<file path="config.mk">
export PLATFORM = sky130hd
export DESIGN_NAME = multilevel_feedback_scheduler
export DESIGN_NICKNAME = d
export VERILOG_FILES = /design/src/mfs_pkg.sv /design/src/multilevel_feedback_scheduler.sv /design/src/mfs_ram.sv
export SDC_FILE = /design/constraint.sdc
export NUM_CORES = 2
export LEC_CHECK = 0
export ABC_CLOCK_PERIOD_IN_PS = 8900
export BUFFER_PORTS_ARGS = -buffer_cell sky130_fd_sc_hd__buf_2
export CAP_MARGIN = 30
export CORE_MARGIN = 2
export CORE_UTILIZATION = 25
export DETAILED_ROUTE_END_ITERATION = 10
export MAX_ROUTING_LAYER = met4
export SYNTH_ARGS = -nofsm -noshare
export SYNTH_HDL_FRONTEND = slang
export SYNTH_SLANG_ARGS = --single-unit
</file>
<file path="constraint.sdc">
create_clock -name clk -period 8.9 [get_ports clk]
set_input_delay 1.335 -clock clk [delete_from_list [all_inputs] [get_ports clk]]
set_output_delay 1.335 -clock clk [all_outputs]
set_load 0.05 [all_outputs]
</file>
<file path="src/mfs_pkg.sv">
// ----------------------------------------------------------------------------
// mfs_pkg
// Shared sizes, codes and types of the multilevel feedback scheduler.
// ----------------------------------------------------------------------------
package mfs_pkg;

  localparam int MAX_PROCS  = 16;
  localparam int ID_BITS    = 8;
  localparam int NUM_LEVELS = 3;

  localparam int PTR_W   = $clog2(MAX_PROCS);
  localparam int CNT_W   = $clog2(MAX_PROCS + 1);
  localparam int SLOTS   = NUM_LEVELS * MAX_PROCS;
  localparam int ADDR_W  = $clog2(SLOTS);
  // ids arrive on an 8-bit port, so no stored bit above 8 is ever set
  localparam int ID_W    = (ID_BITS < 8) ? ID_BITS : 8;
  localparam int AGE_W   = 16;
  localparam int ENTRY_W = ID_W + AGE_W;
  localparam int LVL_W   = 2;

  localparam logic [1:0] KIND_ADD  = 2'd0;
  localparam logic [1:0] KIND_TICK = 2'd1;
  localparam logic [1:0] KIND_NEXT = 2'd2;

  localparam logic [1:0] CFG_AGE_LIMIT  = 2'd0;
  localparam logic [1:0] CFG_SLICE_HIGH = 2'd1;
  localparam logic [1:0] CFG_SLICE_LOW  = 2'd2;

  localparam logic [LVL_W-1:0] LVL_FCFS = 2'd0;
  localparam logic [LVL_W-1:0] LVL_HIGH = 2'd1;
  localparam logic [LVL_W-1:0] LVL_LOW  = 2'd2;

  localparam logic [AGE_W-1:0] AGE_LIMIT_RST  = 16'd1000;
  localparam logic [3:0]       SLICE_HIGH_RST = 4'd4;
  localparam logic [3:0]       SLICE_LOW_RST  = 4'd1;
  localparam logic [AGE_W-1:0] AGE_SAT        = '1;
  localparam logic signed [4:0] SLICE_FOREVER = -5'sd1;

  typedef enum logic [4:0] {
    S_IDLE = 5'b00001,
    S_TRD  = 5'b00010,
    S_TWR  = 5'b00100,
    S_POP  = 5'b01000,
    S_EMIT = 5'b10000
  } state_t;

  typedef struct packed {
    logic              accepted;
    logic              found;
    logic [ID_W-1:0]   id;
    logic [LVL_W-1:0]  level;
    logic signed [4:0] slice;
  } result_t;

endpackage

</file>
<file path="src/multilevel_feedback_scheduler.sv">
// ----------------------------------------------------------------------------
// multilevel_feedback_scheduler
// Three-level feedback queue scheduler: level 0 FCFS, levels 1 and 2 round
// robin, with aging promotion of entries one level up on each tick.
// ----------------------------------------------------------------------------
//  channel | direction | handshake            | payload
//  in      | input     | in_valid / in_ready  | kind, process_id, priority_req
//  out     | output    | out_valid/ out_ready | accepted, found, chosen_id,
//          |           |                      | chosen_level, time_slice
//  cfg     | input     | cfg_valid/ cfg_ready | cfg_index, cfg_data
//
//  Add: accept, then result load. Next: accept, entry RAM read, then result
//  load. Tick: levels 1 and 2 are walked in turn; the entry RAM is read, then
//  written, once per entry. A result waiting on out_ready does not block the
//  next item; the following result waits in its load state. Reset clears all
//  counts and heads and sets state, valid and config registers to defaults;
//  no RAM clearing pass is needed.
// ----------------------------------------------------------------------------
module multilevel_feedback_scheduler
  import mfs_pkg::*;
(
  input  logic              clk,
  input  logic              rst,
  input  logic              in_valid,
  output logic              in_ready,
  input  logic [1:0]        kind,
  input  logic [7:0]        process_id,
  input  logic [1:0]        priority_req,
  output logic              out_valid,
  input  logic              out_ready,
  output logic              accepted,
  output logic              found,
  output logic [7:0]        chosen_id,
  output logic [1:0]        chosen_level,
  output logic signed [4:0] time_slice,
  input  logic              cfg_valid,
  output logic              cfg_ready,
  input  logic [1:0]        cfg_index,
  input  logic [15:0]       cfg_data
);

  state_t           state;
  logic [PTR_W-1:0] level_head  [NUM_LEVELS];
  logic [CNT_W-1:0] level_count [NUM_LEVELS];
  logic [CNT_W-1:0] total_count;
  logic [AGE_W-1:0] age_limit;
  logic [3:0]       slice_high;
  logic [3:0]       slice_low;
  logic [LVL_W-1:0] lvl;
  logic [CNT_W-1:0] pos;
  logic [CNT_W-1:0] kept;
  result_t          res;

  logic               in_fire;
  logic               add_ok;
  logic               next_any;
  logic [LVL_W-1:0]   next_lvl;
  logic [LVL_W-1:0]   lvl_low;
  logic [ID_W-1:0]    rd_id;
  logic [AGE_W-1:0]   rd_age;
  logic [AGE_W-1:0]   age_inc;
  logic               promote;
  logic               ram_we;
  logic [ADDR_W-1:0]  ram_waddr;
  logic [ENTRY_W-1:0] ram_wdata;
  logic               ram_re;
  logic [ADDR_W-1:0]  ram_raddr;
  logic [ENTRY_W-1:0] ram_rdata;

  // ring slot of position p in level l
  function automatic logic [ADDR_W-1:0] slot_addr(logic [LVL_W-1:0] l,
                                                  logic [PTR_W-1:0] h,
                                                  logic [CNT_W-1:0] p);
    logic [CNT_W:0]   sum;
    logic [PTR_W-1:0] ring;
    sum = (CNT_W+1)'(h) + (CNT_W+1)'(p);
    if (sum >= (CNT_W+1)'(MAX_PROCS)) begin
      sum = sum - (CNT_W+1)'(MAX_PROCS);
    end
    ring = sum[PTR_W-1:0];
    return ADDR_W'(l) * ADDR_W'(MAX_PROCS) + ADDR_W'(ring);
  endfunction

  function automatic logic signed [4:0] slice_of(logic [LVL_W-1:0] l,
                                                 logic [3:0] hi, logic [3:0] lo);
    logic signed [4:0] s;
    case (l)
      LVL_FCFS: s = SLICE_FOREVER;
      LVL_HIGH: s = $signed({1'b0, hi});
      default:  s = $signed({1'b0, lo});
    endcase
    return s;
  endfunction

  assign in_ready  = (state == S_IDLE);
  assign cfg_ready = 1'b1;
  assign in_fire   = in_valid && in_ready;

  assign add_ok = (priority_req != 2'd3) && (total_count < CNT_W'(MAX_PROCS)) &&
                  (level_count[priority_req] < CNT_W'(MAX_PROCS));

  always_comb begin
    next_any = 1'b1;
    next_lvl = LVL_FCFS;
    if (level_count[0] != '0) begin
      next_lvl = LVL_FCFS;
    end else if (level_count[1] != '0) begin
      next_lvl = LVL_HIGH;
    end else if (level_count[2] != '0) begin
      next_lvl = LVL_LOW;
    end else begin
      next_any = 1'b0;
    end
  end

  assign lvl_low = lvl - 2'd1;
  assign rd_id   = ram_rdata[ENTRY_W-1 -: ID_W];
  assign rd_age  = ram_rdata[AGE_W-1:0];
  assign age_inc = (rd_age == AGE_SAT) ? rd_age : rd_age + 1'b1;
  assign promote = (age_inc >= age_limit);

  // kept entries compact toward the head in place: writes never pass reads
  always_comb begin
    ram_we    = 1'b0;
    ram_waddr = '0;
    ram_wdata = '0;
    ram_re    = 1'b0;
    ram_raddr = '0;
    case (state)
      S_IDLE: begin
        if (in_fire && kind == KIND_ADD && add_ok) begin
          ram_we    = 1'b1;
          ram_waddr = slot_addr(priority_req, level_head[priority_req],
                                level_count[priority_req]);
          ram_wdata = {process_id[ID_W-1:0], {AGE_W{1'b0}}};
        end else if (in_fire && kind == KIND_NEXT && next_any) begin
          ram_re    = 1'b1;
          ram_raddr = slot_addr(next_lvl, level_head[next_lvl], '0);
        end
      end
      S_TRD: begin
        if (pos != level_count[lvl]) begin
          ram_re    = 1'b1;
          ram_raddr = slot_addr(lvl, level_head[lvl], pos);
        end
      end
      S_TWR: begin
        ram_we = 1'b1;
        if (promote) begin
          ram_waddr = slot_addr(lvl_low, level_head[lvl_low], level_count[lvl_low]);
          ram_wdata = {rd_id, {AGE_W{1'b0}}};
        end else begin
          ram_waddr = slot_addr(lvl, level_head[lvl], kept);
          ram_wdata = {rd_id, age_inc};
        end
      end
      default: ;
    endcase
  end

  mfs_ram #(
    .WIDTH (ENTRY_W),
    .DEPTH (SLOTS)
  ) u_entries (
    .clk     (clk),
    .wr_en   (ram_we),
    .wr_addr (ram_waddr),
    .wr_data (ram_wdata),
    .rd_en   (ram_re),
    .rd_addr (ram_raddr),
    .rd_data (ram_rdata)
  );

  always_ff @(posedge clk) begin
    if (rst) begin
      state       <= S_IDLE;
      total_count <= '0;
      out_valid   <= 1'b0;
      age_limit   <= AGE_LIMIT_RST;
      slice_high  <= SLICE_HIGH_RST;
      slice_low   <= SLICE_LOW_RST;
      lvl         <= LVL_HIGH;
      pos         <= '0;
      kept        <= '0;
      for (int i = 0; i < NUM_LEVELS; i++) begin
        level_head[i]  <= '0;
        level_count[i] <= '0;
      end
    end else begin
      if (cfg_valid) begin
        case (cfg_index)
          CFG_AGE_LIMIT:  age_limit  <= cfg_data;
          CFG_SLICE_HIGH: slice_high <= cfg_data[3:0];
          CFG_SLICE_LOW:  slice_low  <= cfg_data[3:0];
          default: ;
        endcase
      end

      // drop valid, unless the load state refills the register this cycle
      if (out_valid && out_ready && state != S_EMIT) begin
        out_valid <= 1'b0;
      end

      case (state)
        S_IDLE: begin
          if (in_fire) begin
            case (kind)
              KIND_ADD: begin
                res <= '{accepted: add_ok, found: 1'b0, id: '0, level: '0,
                         slice: '0};
                if (add_ok) begin
                  level_count[priority_req] <= level_count[priority_req] + 1'b1;
                  total_count               <= total_count + 1'b1;
                end
                state <= S_EMIT;
              end
              KIND_NEXT: begin
                res <= '{accepted: 1'b0, found: next_any, id: '0, level: next_lvl,
                         slice: next_any ? slice_of(next_lvl, slice_high, slice_low)
                                         : 5'sd0};
                if (next_any) begin
                  if (level_head[next_lvl] == PTR_W'(MAX_PROCS - 1)) begin
                    level_head[next_lvl] <= '0;
                  end else begin
                    level_head[next_lvl] <= level_head[next_lvl] + 1'b1;
                  end
                  level_count[next_lvl] <= level_count[next_lvl] - 1'b1;
                  total_count           <= total_count - 1'b1;
                  state                 <= S_POP;
                end else begin
                  state <= S_EMIT;
                end
              end
              KIND_TICK: begin
                lvl   <= LVL_HIGH;
                pos   <= '0;
                kept  <= '0;
                state <= S_TRD;
              end
              default: ;
            endcase
          end
        end
        S_TRD: begin
          if (pos == level_count[lvl]) begin
            level_count[lvl] <= kept;
            if (lvl == LVL_HIGH) begin
              lvl  <= LVL_LOW;
              pos  <= '0;
              kept <= '0;
            end else begin
              state <= S_IDLE;
            end
          end else begin
            state <= S_TWR;
          end
        end
        S_TWR: begin
          pos <= pos + 1'b1;
          if (promote) begin
            level_count[lvl_low] <= level_count[lvl_low] + 1'b1;
          end else begin
            kept <= kept + 1'b1;
          end
          state <= S_TRD;
        end
        S_POP: begin
          res.id <= rd_id;
          state  <= S_EMIT;
        end
        S_EMIT: begin
          // hold the result until the output register frees up
          if (!out_valid || out_ready) begin
            out_valid    <= 1'b1;
            accepted     <= res.accepted;
            found        <= res.found;
            chosen_id    <= 8'(res.id);
            chosen_level <= res.level;
            time_slice   <= res.slice;
            state        <= S_IDLE;
          end
        end
        default: state <= S_IDLE;
      endcase
    end
  end

`ifndef SYNTHESIS
  // level counts lag during a tick pass, so check outside of it
  a_total_is_sum: assert property (@(posedge clk) disable iff (rst)
    (state != S_TRD && state != S_TWR)
    |-> total_count == level_count[0] + level_count[1] + level_count[2])
    else $error("total count differs from the sum of level counts");

  a_total_bound: assert property (@(posedge clk) disable iff (rst)
    total_count <= CNT_W'(MAX_PROCS))
    else $error("total count above capacity");

  a_compact_behind: assert property (@(posedge clk) disable iff (rst)
    (state == S_TRD || state == S_TWR) |-> kept <= pos)
    else $error("compaction write ran ahead of the read position");

  a_next_pops: assert property (@(posedge clk) disable iff (rst)
    in_fire && kind == KIND_NEXT && total_count != '0
    |=> total_count == $past(total_count) - 1'b1)
    else $error("next item on a non-empty scheduler did not pop an entry");
`endif

endmodule

</file>
<file path="src/mfs_ram.sv">
// ----------------------------------------------------------------------------
// mfs_ram
// Generic simple dual-port RAM: one write port, one registered read port.
// ----------------------------------------------------------------------------
module mfs_ram #(
  parameter int WIDTH = 8,
  parameter int DEPTH = 16
) (
  input  logic                     clk,
  input  logic                     wr_en,
  input  logic [$clog2(DEPTH)-1:0] wr_addr,
  input  logic [WIDTH-1:0]         wr_data,
  input  logic                     rd_en,
  input  logic [$clog2(DEPTH)-1:0] rd_addr,
  output logic [WIDTH-1:0]         rd_data
);

  logic [WIDTH-1:0] mem [DEPTH];

  always_ff @(posedge clk) begin
    if (wr_en) begin
      mem[wr_addr] <= wr_data;
    end
    if (rd_en) begin
      rd_data <= mem[rd_addr];
    end
  end

endmodule
</file>
==> run_results.csv <==
group,metric,value,unit
logic_synthesis,yosysMostFrequentCell,"edfxtp_1",
place,hpwl,96200,um
power_and_ir_drop,p_sw,0.00291,W
detailed_routing,ant_nets,0,
clock_tree,post_cts_buffers,0,
logic_synthesis,ys_ff_latch,1295,
layout,final_core_util,29.1,%
layout,multiInputGateArea,14400,sq um
timing,hold_viol_final,0,
power_and_ir_drop,clockPowerShare,42.7,%
clock_tree,htreeDepth,4,
detailed_routing,drc,0,
floorplan,die-area,219000,sq um
timing,whs,0.420,ns
timing,rsz0062_at_grt,"false",
power_and_ir_drop,p_leak,22.0,nW
logic_synthesis,synth_flop_cell,"edfxtp_1",
logic_synthesis,yosys.area.top_type,"edfxtp_1",
layout,post-route-cell-area,62300,sq um
floorplan,rows,170,
power_and_ir_drop,swShare,22.5,%
timing,fin_skew,0.0280,ns
clock_tree,worstSkewPairLatency,0.76,ns
logic_synthesis,ys_seq_area_share,71.4,%
layout,seqCellArea,38400,sq um
timing,slew_headroom,26.3,%
power_and_ir_drop,internal-power,0.0100,W
layout,drive_gt1_share,11.6,%
logic_synthesis,synth.distinct_cells,67,
detailed_routing,drt_iter0_drc,4475,
detailed_routing,wl,158000,um
timing,worst_pin_slew,1.10,ns
worst_setup_path,cp-start-kind,"flip-flop",
detailed_routing,vias,34800,
timing,fin_ws,1.86,ns
logic_synthesis,synthCells,4089,
place,gp_congestion,0.904,
power_and_ir_drop,irDropWorstVdd,0.195,mV
clock_tree,cts_tree,"built",
logic_synthesis,synth_top_area_share,69.6,%
worst_setup_path,end_kind,"flip-flop",
floorplan,core,214000,sq um
floorplan,ios,55,
logic_synthesis,yosys_warnings,0,
clock_tree,holdBufCountCts,0,
floorplan,die_w,468,um
floorplan,die_y,468,um
global_routing,antenna_found_initial,8,
floorplan,initial_utilization,25.1,%
place,placed_area,57900,sq um
place,portBuffers,53,
clock_tree,cts_buffer_depth,3,
logic_synthesis,async_reset_ff_share,0,%
global_routing,grt_overflow,0,
clock_tree,cts-resized-gates,0,
job,drv_cap,0,
place,preCtsSetupSlack,1.99,ns
status,status,"complete, no violations",
clock_tree,root_buffer,"clkbuf_16",
layout,nets,4242,
power_and_ir_drop,power_density,208,nW/um^2
global_routing,grt_max_degree,191,
logic_synthesis,avgSynthCellArea,13.2,sq um
timing,setup_violations,0,
clock_tree,path_clk_slew,0.06,ns
logic_synthesis,synthTopCellsByCount,"edfxtp_1, nand2_1, nand3_1",
logic_synthesis,synthTopCellsByArea,"edfxtp_1, nand2_1, mux2i_1, nand3_1, dfxtp_1",
detailed_routing,first_pass_iters,5,
detailed_routing,wire_per_inst,22.3,um
logic_synthesis,syn_area,53800,sq um
timing,setup_tns,0,ns
clock_tree,clock_sinks,1295,
logic_synthesis,synth-edff-count,1246,
layout,area_growth,15.8,%
global_routing,grt_pass1_wl,229000,um
timing,fin_crit_sh,79.1,%
power_and_ir_drop,combPwrFrac,5.6,%
clock_tree,cts_buffers,137,
worst_hold_path,hp-class,"flip-flop to flip-flop",
timing,post-route-min-period,7.04,ns
worst_setup_path,arrival,7.41,ns
layout,nFillCells,21400,
power_and_ir_drop,pwr-share-seq,51.7,%
worst_setup_path,required,9.27,ns
worst_setup_path,critPathKind,"flip-flop to flip-flop",
worst_setup_path,r2r_setup_slack,1.86,ns
timing,fmax,142,MHz
worst_setup_path,path_max_fanout,24,
global_routing,grt_pass1_vias,32900,
timing,finalMaxSlewViolations,0,
detailed_routing,viasPerCell,4.90,
global_routing,grt_usage,14.5,%
critical path, stage by stage, from the launching register on:
cell and delay [ns]:
edfxtp_1 0.40, and3_1 0.21, and3_1 0.22, nand3_1 0.14
nor3_1 0.69, nand2_1 0.40, xnor2_1 0.41, ha_1 0.30
nand2b_1 0.16, a21oi_1 0.18, o21ai_0 0.10, a21o_1 0.18
a21oi_1 0.15, o311a_1 0.22, o21a_1 0.38, xnor2_1 0.12
a22oi_1 0.53, nand3_1 0.87, nor2_4 0.97
area by class of cell:
type | count | area share, %
Clock buffer | 170 | 5.97
Tap cell | 2838 | 5.70
Sequential cell | 1295 | 61.7
Timing Repair Buffer | 180 | 2.30
Inverter | 47 | 0.283
Antenna cell | 3 | 0.0121
Multi-Input combinational cell | 2498 | 23.2
Clock inverter | 72 | 0.900
kinds of logic (layout without fill, tap and decap cells):
kind of cell | count (synthesis) | after routing | share of synthesized area (%)
muxes | 169 | 169 | 3.68
DFF | 1295 | 1295 | 71.4
adders and majority gates | 48 | 48 | 1.19
other | 2 | 8 | 0.0140
and+or+nand+nor | 1732 | 1732 | 14.1
buffers and inverters | 299 | 469 | 2.41
xor gates and xnor gates | 46 | 46 | 0.749
AOI/OAI and AO/OA | 498 | 498 | 6.47
registers in the layout, summed over array words and instances, names as in the netlist, 2 cells and up, named ones only:
register / flops
u_entries.mem: 1152
u_entries.rd_data: 24
level_count: 20
res: 17
age_limit: 16
level_head: 16
chosen_id: 8
kept: 5
pos: 5
state: 5
time_slice: 5
total_count: 5
slice_high: 4
slice_low: 4
chosen_level: 2
lvl: 2
final timing paths:
path,startpoint,end,cells past startpoint
worst min register to register,res[4]$_DFFE_PP_,time_slice[4]$_DFFE_PP_,0
worst min-delay path,res[4]$_DFFE_PP_,time_slice[4]$_DFFE_PP_,0
worst max register to register,u_entries.rd_data[3]$_DFFE_PP_,u_entries.mem[5][12]$_DFFE_PP_,18
worst max-delay path,u_entries.rd_data[3]$_DFFE_PP_,u_entries.mem[5][12]$_DFFE_PP_,18
layout by cell type, fill, tap and decap left out, drive strengths merged, types with 49 or more instances in the layout:
cell / synthesis / routed
nand2: 1011 / 1011
inv: 46 / 51
nor2: 166 / 166
clkinv: 1 / 58
dfxtp: 49 / 49
a21oi: 134 / 134
mux2i: 137 / 137
a311oi: 93 / 93
buf: 114 / 174
o22ai: 51 / 51
clkbuf: 138 / 172
edfxtp: 1246 / 1246
nand3: 247 / 247
and3: 130 / 130
layer usage:
metal  up-vias  track usage [%]  wire length, um
met3       263             3.12            15100
met1     17500             19.9            67900
met4         0             4.63             4750
li1      15300                -                -
met5         -                -                0
met2      1678             21.1            70600
per-stage QoR:
stage                     cells  power, W
after floorplan            4092   0.00725
after global placement     6835   0.00753
after detailed placement   6854   0.00753
after CTS                  7096    0.0130
after global routing       7102    0.0133
final                      7103    0.0129
power by group through the flow:
stage | registers, W | logic [W] | clock network [W]
final | 0.00669 | 0.000726 | 0.00552
after global routing | 0.00669 | 0.000775 | 0.00581
after CTS | 0.00669 | 0.000718 | 0.00559
after detailed placement | 0.00682 | 0.000714 | 0
after global placement | 0.00682 | 0.000708 | 0
after floorplan | 0.00681 | 0.000439 | 0
(Power assumes the default switching activity.)
